--- src/rtl/i2cbb_pkg.sv ---
// ----------------------------------------------------------------------------
// i2cbb_pkg
// Shared types and constants for the I2C bit-level master line sequencer.
// ----------------------------------------------------------------------------
package i2cbb_pkg;

  // Field widths
  localparam int unsigned OpW      = 3;
  localparam int unsigned ByteW    = 8;
  localparam int unsigned StepW    = 5;
  localparam int unsigned WaitW    = 17;
  localparam int unsigned LimitW   = 16;
  localparam int unsigned HalfW    = 8;
  localparam int unsigned CfgDataW = 16;
  localparam int unsigned CfgIdxW  = 1;

  // Bits per byte and steps spent shifting one byte (three per bit)
  localparam int unsigned ByteBits  = 8;
  localparam int unsigned ByteSteps = 3 * ByteBits;

  localparam logic [WaitW-1:0]  WaitMax       = {WaitW{1'b1}};
  localparam logic [LimitW-1:0] LimitReset    = 16'd255;
  localparam logic [HalfW-1:0]  HalfReset     = 8'd1;

  // Command codes
  typedef enum logic [OpW-1:0] {
    CMD_NONE  = 3'd0,
    CMD_START = 3'd1,
    CMD_STOP  = 3'd2,
    CMD_WRITE = 3'd3,
    CMD_READ  = 3'd4,
    CMD_WAIT  = 3'd5
  } cmd_e;

  // Configuration register indexes
  typedef enum logic [CfgIdxW-1:0] {
    REG_ACK_TIMEOUT = 1'b0,
    REG_HALF_PERIOD = 1'b1
  } cfg_reg_e;

  typedef logic [CfgIdxW-1:0]  cfg_idx_t;
  typedef logic [CfgDataW-1:0] cfg_data_t;

  // Remainder by three for a step number (values up to 31)
  function automatic logic [1:0] mod3(input logic [StepW-1:0] v);
    logic [StepW-1:0] r;
    r = v;
    if (r >= StepW'(15)) r = r - StepW'(15);
    if (r >= StepW'(9))  r = r - StepW'(9);
    if (r >= StepW'(6))  r = r - StepW'(6);
    if (r >= StepW'(3))  r = r - StepW'(3);
    return r[1:0];
  endfunction

endpackage

--- src/rtl/i2cbb_if.sv ---
// ----------------------------------------------------------------------------
// i2cbb_in_if / i2cbb_out_if
// Valid/ready channels carrying tick words into and line words out of the
// sequencer.
// ----------------------------------------------------------------------------
interface i2cbb_in_if;
  import i2cbb_pkg::*;

  logic             valid;
  logic             ready;
  logic [OpW-1:0]   op;
  logic [ByteW-1:0] wr_byte;
  logic             send_ack;
  logic             sda_sample;

  modport source (output valid, output op, output wr_byte, output send_ack,
                  output sda_sample, input ready);
  modport sink   (input valid, input op, input wr_byte, input send_ack,
                  input sda_sample, output ready);
endinterface

interface i2cbb_out_if;
  import i2cbb_pkg::*;

  logic             valid;
  logic             ready;
  logic             scl_level;
  logic             sda_level;
  logic             sda_driven;
  logic             busy_res;
  logic             done_res;
  logic [ByteW-1:0] rd_byte;
  logic             ack_missing;

  modport source (output valid, output scl_level, output sda_level,
                  output sda_driven, output busy_res, output done_res,
                  output rd_byte, output ack_missing, input ready);
  modport sink   (input valid, input scl_level, input sda_level,
                  input sda_driven, input busy_res, input done_res,
                  input rd_byte, input ack_missing, output ready);
endinterface

--- src/rtl/i2c_bitbang_master_core.sv ---
// ----------------------------------------------------------------------------
// i2c_bitbang_master_core
// I2C master line sequencer: one input word is one tick; each tick yields
// one word of SCL/SDA levels, drive enable and status.
//
//   channel | dir | handshake            | content
//   --------+-----+----------------------+--------------------------------
//   in_i    | in  | valid/ready          | op, wr_byte, send_ack, sda_sample
//   out_o   | out | valid/ready          | line levels, busy, done, rd_byte
//   cfg     | in  | cfg_we_i (no ready)  | cfg_idx_i, cfg_wdata_i
//
// One word per cycle unless stalled: the step logic handles a tick in the
// cycle it is accepted and its result sits in the output register the next
// cycle. The input is ready whenever the output register is empty or being
// taken, so a stalled sink holds at most one result and stops intake.
// Reset returns the sequencer to idle with SCL and SDA driven high.
// ----------------------------------------------------------------------------
module i2c_bitbang_master_core (
  input  logic                 clk_i,
  input  logic                 rst_ni,
  input  logic                 cfg_we_i,
  input  i2cbb_pkg::cfg_idx_t  cfg_idx_i,
  input  i2cbb_pkg::cfg_data_t cfg_wdata_i,
  i2cbb_in_if.sink             in_i,
  i2cbb_out_if.source          out_o
);
  import i2cbb_pkg::*;

  // Configuration registers
  logic [LimitW-1:0] limit_q;
  logic [HalfW-1:0]  half_q;

  // Sequencer state
  cmd_e              cmd_q,   cmd_d;
  logic [StepW-1:0]  step_q,  step_d;
  logic [ByteW-1:0]  shift_q, shift_d;
  logic [WaitW-1:0]  wait_q,  wait_d;
  logic [HalfW-1:0]  pace_q,  pace_d;
  logic              scl_q,   scl_d;
  logic              sda_q,   sda_d;
  logic              drv_q,   drv_d;
  logic              ack_q,   ack_d;
  logic [ByteW-1:0]  rd_q,    rd_d;
  logic              to_q,    to_d;
  logic              done_d;

  // Output register
  logic              out_valid_q, out_valid_d;
  logic              o_scl_q, o_sda_q, o_drv_q, o_busy_q, o_done_q, o_miss_q;
  logic [ByteW-1:0]  o_rd_q;

  logic              in_fire;
  logic [HalfW-1:0]  hp;

  assign in_i.ready = !out_valid_q || out_o.ready;
  assign in_fire    = in_i.valid && in_i.ready;
  assign hp         = (half_q == '0) ? HalfW'(1) : half_q;

  // Configuration writes
  always_ff @(posedge clk_i or negedge rst_ni) begin
    if (!rst_ni) begin
      limit_q <= LimitReset;
      half_q  <= HalfReset;
    end else if (cfg_we_i) begin
      case (cfg_idx_i)
        REG_ACK_TIMEOUT: limit_q <= cfg_wdata_i[LimitW-1:0];
        REG_HALF_PERIOD: half_q  <= cfg_wdata_i[HalfW-1:0];
        default: ;
      endcase
    end
  end

  // Step logic: take a command when idle, then pace and perform one action
  always_comb begin
    logic             fin;
    logic             hold;
    logic [1:0]       ph;
    logic [StepW-1:0] k;
    logic [WaitW-1:0] wait_nx;

    cmd_d   = cmd_q;
    step_d  = step_q;
    shift_d = shift_q;
    wait_d  = wait_q;
    pace_d  = pace_q;
    scl_d   = scl_q;
    sda_d   = sda_q;
    drv_d   = drv_q;
    ack_d   = ack_q;
    rd_d    = rd_q;
    to_d    = to_q;
    done_d  = 1'b0;
    fin     = 1'b0;
    hold    = 1'b0;
    ph      = '0;
    k       = '0;
    wait_nx = wait_q;

    if (in_fire) begin
      // new command, only from idle; codes above wait-ack mean nothing
      if (cmd_q == CMD_NONE && in_i.op inside {[CMD_START:CMD_WAIT]}) begin
        cmd_d  = cmd_e'(in_i.op);
        step_d = '0;
        pace_d = '0;
        case (cmd_e'(in_i.op))
          CMD_WRITE: shift_d = in_i.wr_byte;
          CMD_READ: begin
            shift_d = '0;
            ack_d   = in_i.send_ack;
          end
          CMD_WAIT: begin
            wait_d = '0;
            to_d   = 1'b0;
          end
          default: ;
        endcase
      end

      if (cmd_d != CMD_NONE) begin
        if (pace_d != '0) begin
          pace_d = pace_d - HalfW'(1);
        end else begin
          case (cmd_d)
            CMD_START: begin
              case (step_d)
                StepW'(0): begin drv_d = 1'b1; sda_d = 1'b1; end
                StepW'(1): scl_d = 1'b1;
                StepW'(2): begin drv_d = 1'b1; sda_d = 1'b0; end
                StepW'(3): scl_d = 1'b0;
                default:   fin = 1'b1;
              endcase
            end
            CMD_STOP: begin
              case (step_d)
                StepW'(0): begin drv_d = 1'b1; sda_d = 1'b0; end
                StepW'(1): scl_d = 1'b1;
                StepW'(2): begin drv_d = 1'b1; sda_d = 1'b1; end
                default:   fin = 1'b1;
              endcase
            end
            CMD_WRITE: begin
              if (step_d == '0) begin
                drv_d = 1'b1;
                scl_d = 1'b0;
              end else if (step_d > StepW'(ByteSteps)) begin
                fin = 1'b1;
              end else begin
                ph = mod3(step_d - StepW'(1));
                case (ph)
                  2'd0: begin
                    drv_d   = 1'b1;
                    sda_d   = shift_d[ByteW-1];
                    shift_d = {shift_d[ByteW-2:0], 1'b0};
                  end
                  2'd1:    scl_d = 1'b1;
                  default: scl_d = 1'b0;
                endcase
              end
            end
            CMD_READ: begin
              if (step_d < StepW'(ByteSteps)) begin
                ph = mod3(step_d);
                case (ph)
                  2'd0: begin drv_d = 1'b0; scl_d = 1'b0; end
                  2'd1: scl_d = 1'b1;
                  default: shift_d = {shift_d[ByteW-2:0], in_i.sda_sample};
                endcase
              end else begin
                // acknowledge slot after the eighth bit; ACK pulls SDA low
                k = step_d - StepW'(ByteSteps);
                case (k)
                  StepW'(0): scl_d = 1'b0;
                  StepW'(1): begin drv_d = 1'b1; sda_d = !ack_d; end
                  StepW'(2): scl_d = 1'b1;
                  StepW'(3): scl_d = 1'b0;
                  default: begin
                    rd_d = shift_d;
                    fin  = 1'b1;
                  end
                endcase
              end
            end
            CMD_WAIT: begin
              case (step_d)
                StepW'(0): begin drv_d = 1'b1; sda_d = 1'b1; end
                StepW'(1): scl_d = 1'b1;
                StepW'(2): drv_d = 1'b0;
                StepW'(3): begin
                  // poll SDA each tick; a high sample counts towards timeout
                  if (in_i.sda_sample) begin
                    hold = 1'b1;
                    if (wait_d != WaitMax) wait_nx = wait_d + WaitW'(1);
                    else                   wait_nx = wait_d;
                    wait_d = wait_nx;
                    if (wait_nx > {1'b0, limit_q}) begin
                      to_d   = 1'b1;
                      cmd_d  = CMD_STOP;
                      step_d = '0;
                    end
                  end
                end
                StepW'(4): scl_d = 1'b0;
                default:   fin = 1'b1;
              endcase
            end
            default: fin = 1'b1;
          endcase

          if (fin) begin
            done_d = 1'b1;
            cmd_d  = CMD_NONE;
            step_d = '0;
          end else if (!hold) begin
            step_d = step_d + StepW'(1);
            pace_d = hp - HalfW'(1);
          end
        end
      end
    end
  end

  // Sequencer state registers
  always_ff @(posedge clk_i or negedge rst_ni) begin
    if (!rst_ni) begin
      cmd_q   <= CMD_NONE;
      step_q  <= '0;
      shift_q <= '0;
      wait_q  <= '0;
      pace_q  <= '0;
      scl_q   <= 1'b1;
      sda_q   <= 1'b1;
      drv_q   <= 1'b1;
      ack_q   <= 1'b0;
      rd_q    <= '0;
      to_q    <= 1'b0;
    end else begin
      cmd_q   <= cmd_d;
      step_q  <= step_d;
      shift_q <= shift_d;
      wait_q  <= wait_d;
      pace_q  <= pace_d;
      scl_q   <= scl_d;
      sda_q   <= sda_d;
      drv_q   <= drv_d;
      ack_q   <= ack_d;
      rd_q    <= rd_d;
      to_q    <= to_d;
    end
  end

  // Output word register
  always_comb begin
    out_valid_d = out_valid_q;
    if (in_fire)           out_valid_d = 1'b1;
    else if (out_o.ready)  out_valid_d = 1'b0;
  end

  always_ff @(posedge clk_i or negedge rst_ni) begin
    if (!rst_ni) begin
      out_valid_q <= 1'b0;
    end else begin
      out_valid_q <= out_valid_d;
    end
  end

  always_ff @(posedge clk_i) begin
    if (in_fire) begin
      o_scl_q  <= scl_d;
      o_sda_q  <= sda_d;
      o_drv_q  <= drv_d;
      o_busy_q <= (cmd_d != CMD_NONE);
      o_done_q <= done_d;
      o_rd_q   <= rd_d;
      o_miss_q <= to_d;
    end
  end

  assign out_o.valid       = out_valid_q;
  assign out_o.scl_level   = o_scl_q;
  assign out_o.sda_level   = o_sda_q;
  assign out_o.sda_driven  = o_drv_q;
  assign out_o.busy_res    = o_busy_q;
  assign out_o.done_res    = o_done_q;
  assign out_o.rd_byte     = o_rd_q;
  assign out_o.ack_missing = o_miss_q;

`ifndef SYNTH
  // A completing tick always leaves the sequencer idle
  assert property (@(posedge clk_i) disable iff (!rst_ni)
    out_valid_q && o_done_q |-> !o_busy_q)
    else $error("done reported while still busy");

  // Idle sequencer always sits at step zero
  assert property (@(posedge clk_i) disable iff (!rst_ni)
    cmd_q == CMD_NONE |-> step_q == '0)
    else $error("idle with non-zero step");

  // A held result that is not taken blocks intake
  assert property (@(posedge clk_i) disable iff (!rst_ni)
    out_valid_q && !out_o.ready |=> out_valid_q)
    else $error("unaccepted result dropped");
`endif

endmodule
--- src/flat_wrapper.sv ---
// flat-port wrapper written by rule: the top's interface ports become plain ports
module i2c_bitbang_master_core_flat import i2cbb_pkg::*;
  (clk_i, rst_ni, cfg_we_i, cfg_idx_i, cfg_wdata_i, in_i_valid, in_i_op, in_i_wr_byte, in_i_send_ack, in_i_sda_sample, in_i_ready, out_o_valid, out_o_scl_level, out_o_sda_level, out_o_sda_driven, out_o_busy_res, out_o_done_res, out_o_rd_byte, out_o_ack_missing, out_o_ready);
  i2cbb_in_if in_i_i ();
  i2cbb_out_if out_o_i ();
  input  logic clk_i;
  input  logic rst_ni;
  input  logic cfg_we_i;
  input  i2cbb_pkg::cfg_idx_t cfg_idx_i;
  input  i2cbb_pkg::cfg_data_t cfg_wdata_i;
  input wire logic [$bits(in_i_i.valid)-1:0] in_i_valid;
  input wire logic [$bits(in_i_i.op)-1:0] in_i_op;
  input wire logic [$bits(in_i_i.wr_byte)-1:0] in_i_wr_byte;
  input wire logic [$bits(in_i_i.send_ack)-1:0] in_i_send_ack;
  input wire logic [$bits(in_i_i.sda_sample)-1:0] in_i_sda_sample;
  output wire logic [$bits(in_i_i.ready)-1:0] in_i_ready;
  output wire logic [$bits(out_o_i.valid)-1:0] out_o_valid;
  output wire logic [$bits(out_o_i.scl_level)-1:0] out_o_scl_level;
  output wire logic [$bits(out_o_i.sda_level)-1:0] out_o_sda_level;
  output wire logic [$bits(out_o_i.sda_driven)-1:0] out_o_sda_driven;
  output wire logic [$bits(out_o_i.busy_res)-1:0] out_o_busy_res;
  output wire logic [$bits(out_o_i.done_res)-1:0] out_o_done_res;
  output wire logic [$bits(out_o_i.rd_byte)-1:0] out_o_rd_byte;
  output wire logic [$bits(out_o_i.ack_missing)-1:0] out_o_ack_missing;
  input wire logic [$bits(out_o_i.ready)-1:0] out_o_ready;
  assign in_i_i.valid = in_i_valid;
  assign in_i_i.op = in_i_op;
  assign in_i_i.wr_byte = in_i_wr_byte;
  assign in_i_i.send_ack = in_i_send_ack;
  assign in_i_i.sda_sample = in_i_sda_sample;
  assign in_i_ready = in_i_i.ready;
  assign out_o_valid = out_o_i.valid;
  assign out_o_scl_level = out_o_i.scl_level;
  assign out_o_sda_level = out_o_i.sda_level;
  assign out_o_sda_driven = out_o_i.sda_driven;
  assign out_o_busy_res = out_o_i.busy_res;
  assign out_o_done_res = out_o_i.done_res;
  assign out_o_rd_byte = out_o_i.rd_byte;
  assign out_o_ack_missing = out_o_i.ack_missing;
  assign out_o_i.ready = out_o_ready;
  i2c_bitbang_master_core u_core (.clk_i(clk_i), .rst_ni(rst_ni), .cfg_we_i(cfg_we_i), .cfg_idx_i(cfg_idx_i), .cfg_wdata_i(cfg_wdata_i), .in_i(in_i_i), .out_o(out_o_i));
endmodule
--- config.mk ---
export PLATFORM = sky130hd
export DESIGN_NAME = i2c_bitbang_master_core_flat
export DESIGN_NICKNAME = d
export VERILOG_FILES = /design/src/rtl/i2cbb_pkg.sv /design/src/rtl/i2cbb_if.sv /design/src/rtl/i2c_bitbang_master_core.sv /design/src/flat_wrapper.sv
export SDC_FILE = /design/constraint.sdc
export NUM_CORES = 1
export LEC_CHECK = 0
export BUFFER_PORTS_ARGS = -buffer_cell sky130_fd_sc_hd__buf_4
export CORE_MARGIN = 2
export CORE_UTILIZATION = 35
export DETAILED_ROUTE_END_ITERATION = 8
export SLEW_MARGIN = 10
export SYNTH_ARGS = -nofsm -noshare
export SYNTH_HDL_FRONTEND = slang
export SYNTH_SLANG_ARGS = --single-unit
--- constraint.sdc ---
create_clock -name clk_i -period 13.6 [get_ports clk_i]
set_clock_uncertainty 0.05 [all_clocks]
set_input_delay 0.68 -clock clk_i [delete_from_list [all_inputs] [get_ports clk_i]]
set_output_delay 0.68 -clock clk_i [all_outputs]
set_load 0.02 [all_outputs]
==> impl_results.md <==
- Outcome: finished, final reports clean
- Router iterations before antenna repair: 5
- Max transition margin: 16.1%
- Synth unique cells: 86
- Finished Layout Cells: 1161
- FF-to-FF Start: u_core.cmd_q[1]$_DFF_PN0_
- Hold_buf cts: 0
- Clk root buf: clkbuf_16
- Design area: approximately 0.0080 mm²
- Vias per inst: between 5 and 6
- Port Buffers: 50
- Worst vdd ir: 167 µV
- Core ar.: 0.0201 mm²
- Pin count of the biggest net entering global routing: between 70 and 80
- Setup CP Type: flop to flop
- Post-route DRC: 0
- Total clock sinks: a little over 90
- Sequential fraction of the synthesis area: about a third
- Number of antenna-violating nets in the routed design: 0
- Ant diodes: 0
- Initial core utilization: a little over a third
- Post-synth top flop: dfrtp_1
- Clk_lat worst skew: roughly 0.36 ns
- Number of global-route vias before repair: about 6300
- Dpl cells: 1145
- R2R depth: 28
- Postcts setup bufs: 0
- CP required: between 10 and 15 ns
- Top Ports: slightly above 50
- Layout cells sized above 1: a little over an eighth
- Final Util: roughly two fifths
- Post-Route WL: between 15000 and 20000 µm
- Reg2reg end: u_core.shift_q[3]$_DFFE_PN0P_
- Die Area: between 0.02 and 0.025 mm²
- Post-synth EDFFs: 14
- Starting DRC count in detailed routing: ~600
- Yosys reg bits: 93
- Crit-path max FO: 20
- Total track usage: a little under a fifth
- Count of final hold-check violations: 0
- Nets@finish: between 900 and 1000
- DR WL/cell: about 16 µm
- Total CTS buffers: 9
- Post-CTS sizing: 0
- First-pass GRT wire length: 31800 µm
- Critical path's largest stage delay: approximately 0.73 ns
- Pins Over Slew Limit: 0
- Most used cell, CP: ha_1
- Mean Syn Cell Area: between 8 and 9 µm²
- Setup_tns: 0 ns
- Worst path top cell family by delay: simple AND/OR/NAND/NOR gates
- Synthesized area: 0.00712 mm²
- Initial antenna violation count: 0
- Cells after synthesis: roughly 860
- RSZ-0062 raised after global routing: no
- FFs w/ async S/R, synth: 84.9%
- Detailed-route via count: around 6600
- Buf/Inv on CP: 3
- Worst EP arrival: 8.27 ns
- Max-Cap Viols: 0
- Worst hold path class: input port to asynchronous set/reset pin
- H-tree depth: 3
- Die W: about 150 µm
- P&R area growth vs syn: 12.9%
- Setup violators final: 0
- Grt ovf: 0
- Die Ht: between 100 and 150 µm
- Filler instances: ~2000
- Worst R2R Setup Slack: about 5.5 ns
- Max frequency: around 0.12 GHz
- CP max stage cell: mux2i_2
- Ys Warns: 0
- Pleak: ~3.4 nW
- Num rows: between 50 and 60
- CP Depth: 28
- Worst Tran Pin Value: roughly 1.2 ns
- Crit path launch type: flop
- Post-DP HPWL: approximately 14000 µm
- CTS tree: yes
- Worst setup EP type: flop
- Net Count, Synth: ~930
- Critical Path Sink: u_core.shift_q[3]$_DFFE_PN0P_
- Fin crit share: 59.3%
- Final min period: around 8.1 ns
- Pwr/cell area: 238 mW/mm²
- Post-placement cell area: just under 0.008 mm²
- Clk buf depth: 2
- Gpl congestion: 0.899
- Worst setup path start: u_core.cmd_q[1]$_DFF_PN0_
- CTS clock-pin slew for the worst setup and hold paths: approximately 0.070 ns
-- cells by family (layout without fill, tap and decap cells) --
group | after synthesis | in the layout | share of synthesized area [%]
AOI/OAI and AO/OA | 277 | 277 | 25.7
adders and majority gates | 33 | 33 | 5.80
DFF | 93 | 93 | 33.9
xor gates and xnor gates | 25 | 25 | 3.08
muxes | 40 | 40 | 6.15
and+or+nand+nor | 305 | 305 | 20.6
buffers and inverters | 86 | 118 | 4.80
-- flip-flops by register name, indices dropped and copies added (netlist names), 5 cells and up --
name	flops
u_core.pace_q	8
u_core.shift_q	8
u_core.step_q	5
u_core.rd_q	8
u_core.limit_q	16
u_core.wait_q	17
u_core.out_o.rd_byte	8
u_core.half_q	8
-- synth_stat cells, types with 4 or more instances --
cell	n	area [µm²]
nand2_1	105	394
ha_1	33	413
dfstp_2	12	315
a21oi_1	52	260
nand4_1	10	62.6
a221oi_1	8	70.1
o41ai_1	5	43.8
mux2i_1	24	240
nor2b_1	8	50.1
nor3b_1	4	30.0
or2_1	4	25.0
o21ai_1	10	50.1
mux2_2	11	124
o22ai_1	4	25.0
nor3_1	14	70.1
xor2_1	11	96.3
o31ai_1	8	60.1
a311oi_1	9	78.8
a2111oi_0	5	43.8
a22oi_1	10	75.1
inv_1	43	161
o21a_1	12	90.1
nand2b_1	8	50.1
dfrtp_1	67	1680
nor4_1	5	31.3
or3_1	8	50.1
and3_1	14	87.6
clkbuf_1	36	135
a21o_1	7	52.6
edfxtp_1	14	420
a31oi_1	12	75.1
nor2_1	64	240
xnor2_1	14	123
a22o_1	7	61.3
nand3_1	39	195
and2_1	5	31.3
o21ai_0	86	430
-- cell usage in the layout (no fill, tap or decap), drive strengths merged, types with 8 or more instances in the layout --
master,instances
a31oi,13
nand4,10
mux2i,26
a22oi,10
dfstp,12
xnor2,14
nor2b,8
nand2b,8
buf,58
clkbuf,12
o31ai,9
edfxtp,14
o21ai,97
a21oi,53
dfrtp,67
o21a,12
and3,14
xor2,11
nor3,16
ha,33
inv,45
a221oi,8
nand2,105
mux2,14
nand3,39
a311oi,9
or3,8
nor2,64
-- layout make-up --
cell class / count / area [µm²] / area share (%)
multi-input cells: 680 / 4370 / 54.3
flip-flops and latches: 93 / 2410 / 30.0
repair buffers: 58 / 435 / 5.42
well taps: 270 / 338 / 4.20
clock buffers: 12 / 268 / 3.33
inverters: 44 / 165 / 2.05
clock inverters: 4 / 52.6 / 0.654
-- power breakdown --
part / switching, mW / internal [mW]
Clock: 0.112 / 0.160
Combinational: 0.734 / 0.522
Sequential: 0.0550 / 0.332
Total: 0.901 / 1.01
-- through the flow --
stage                     setup WS, ns  hold slack [ns]  power (mW)
final                             5.54           0.0378        1.91
after global routing              4.80           0.0232        2.07
after CTS                         5.63           0.0216        1.91
after detailed placement          5.31            0.411        1.63
after global placement            5.57            0.411        1.63
after floorplan                   6.62            0.334        1.38
-- how the worst min path moves through the flow --
stage / end
global placement: u_core.limit_q[12]$_DFFE_PN0P_
finish: u_core.limit_q[12]$_DFFE_PN0P_
global route: u_core.limit_q[12]$_DFFE_PN0P_
CTS: u_core.limit_q[12]$_DFFE_PN0P_
detailed placement: u_core.limit_q[12]$_DFFE_PN0P_
floorplan: u_core.ack_q$_DFFE_PN0P_
-- routing by layer --
metal / wire length [µm] / track usage [%]
met1: 8970 / 25.4
met3: 1090 / 3.66
met5: 0 / 0
met4: 314 / 4.81
met2: 8700 / 28.2
No activity file was read; power rests on OpenSTA's default activity.
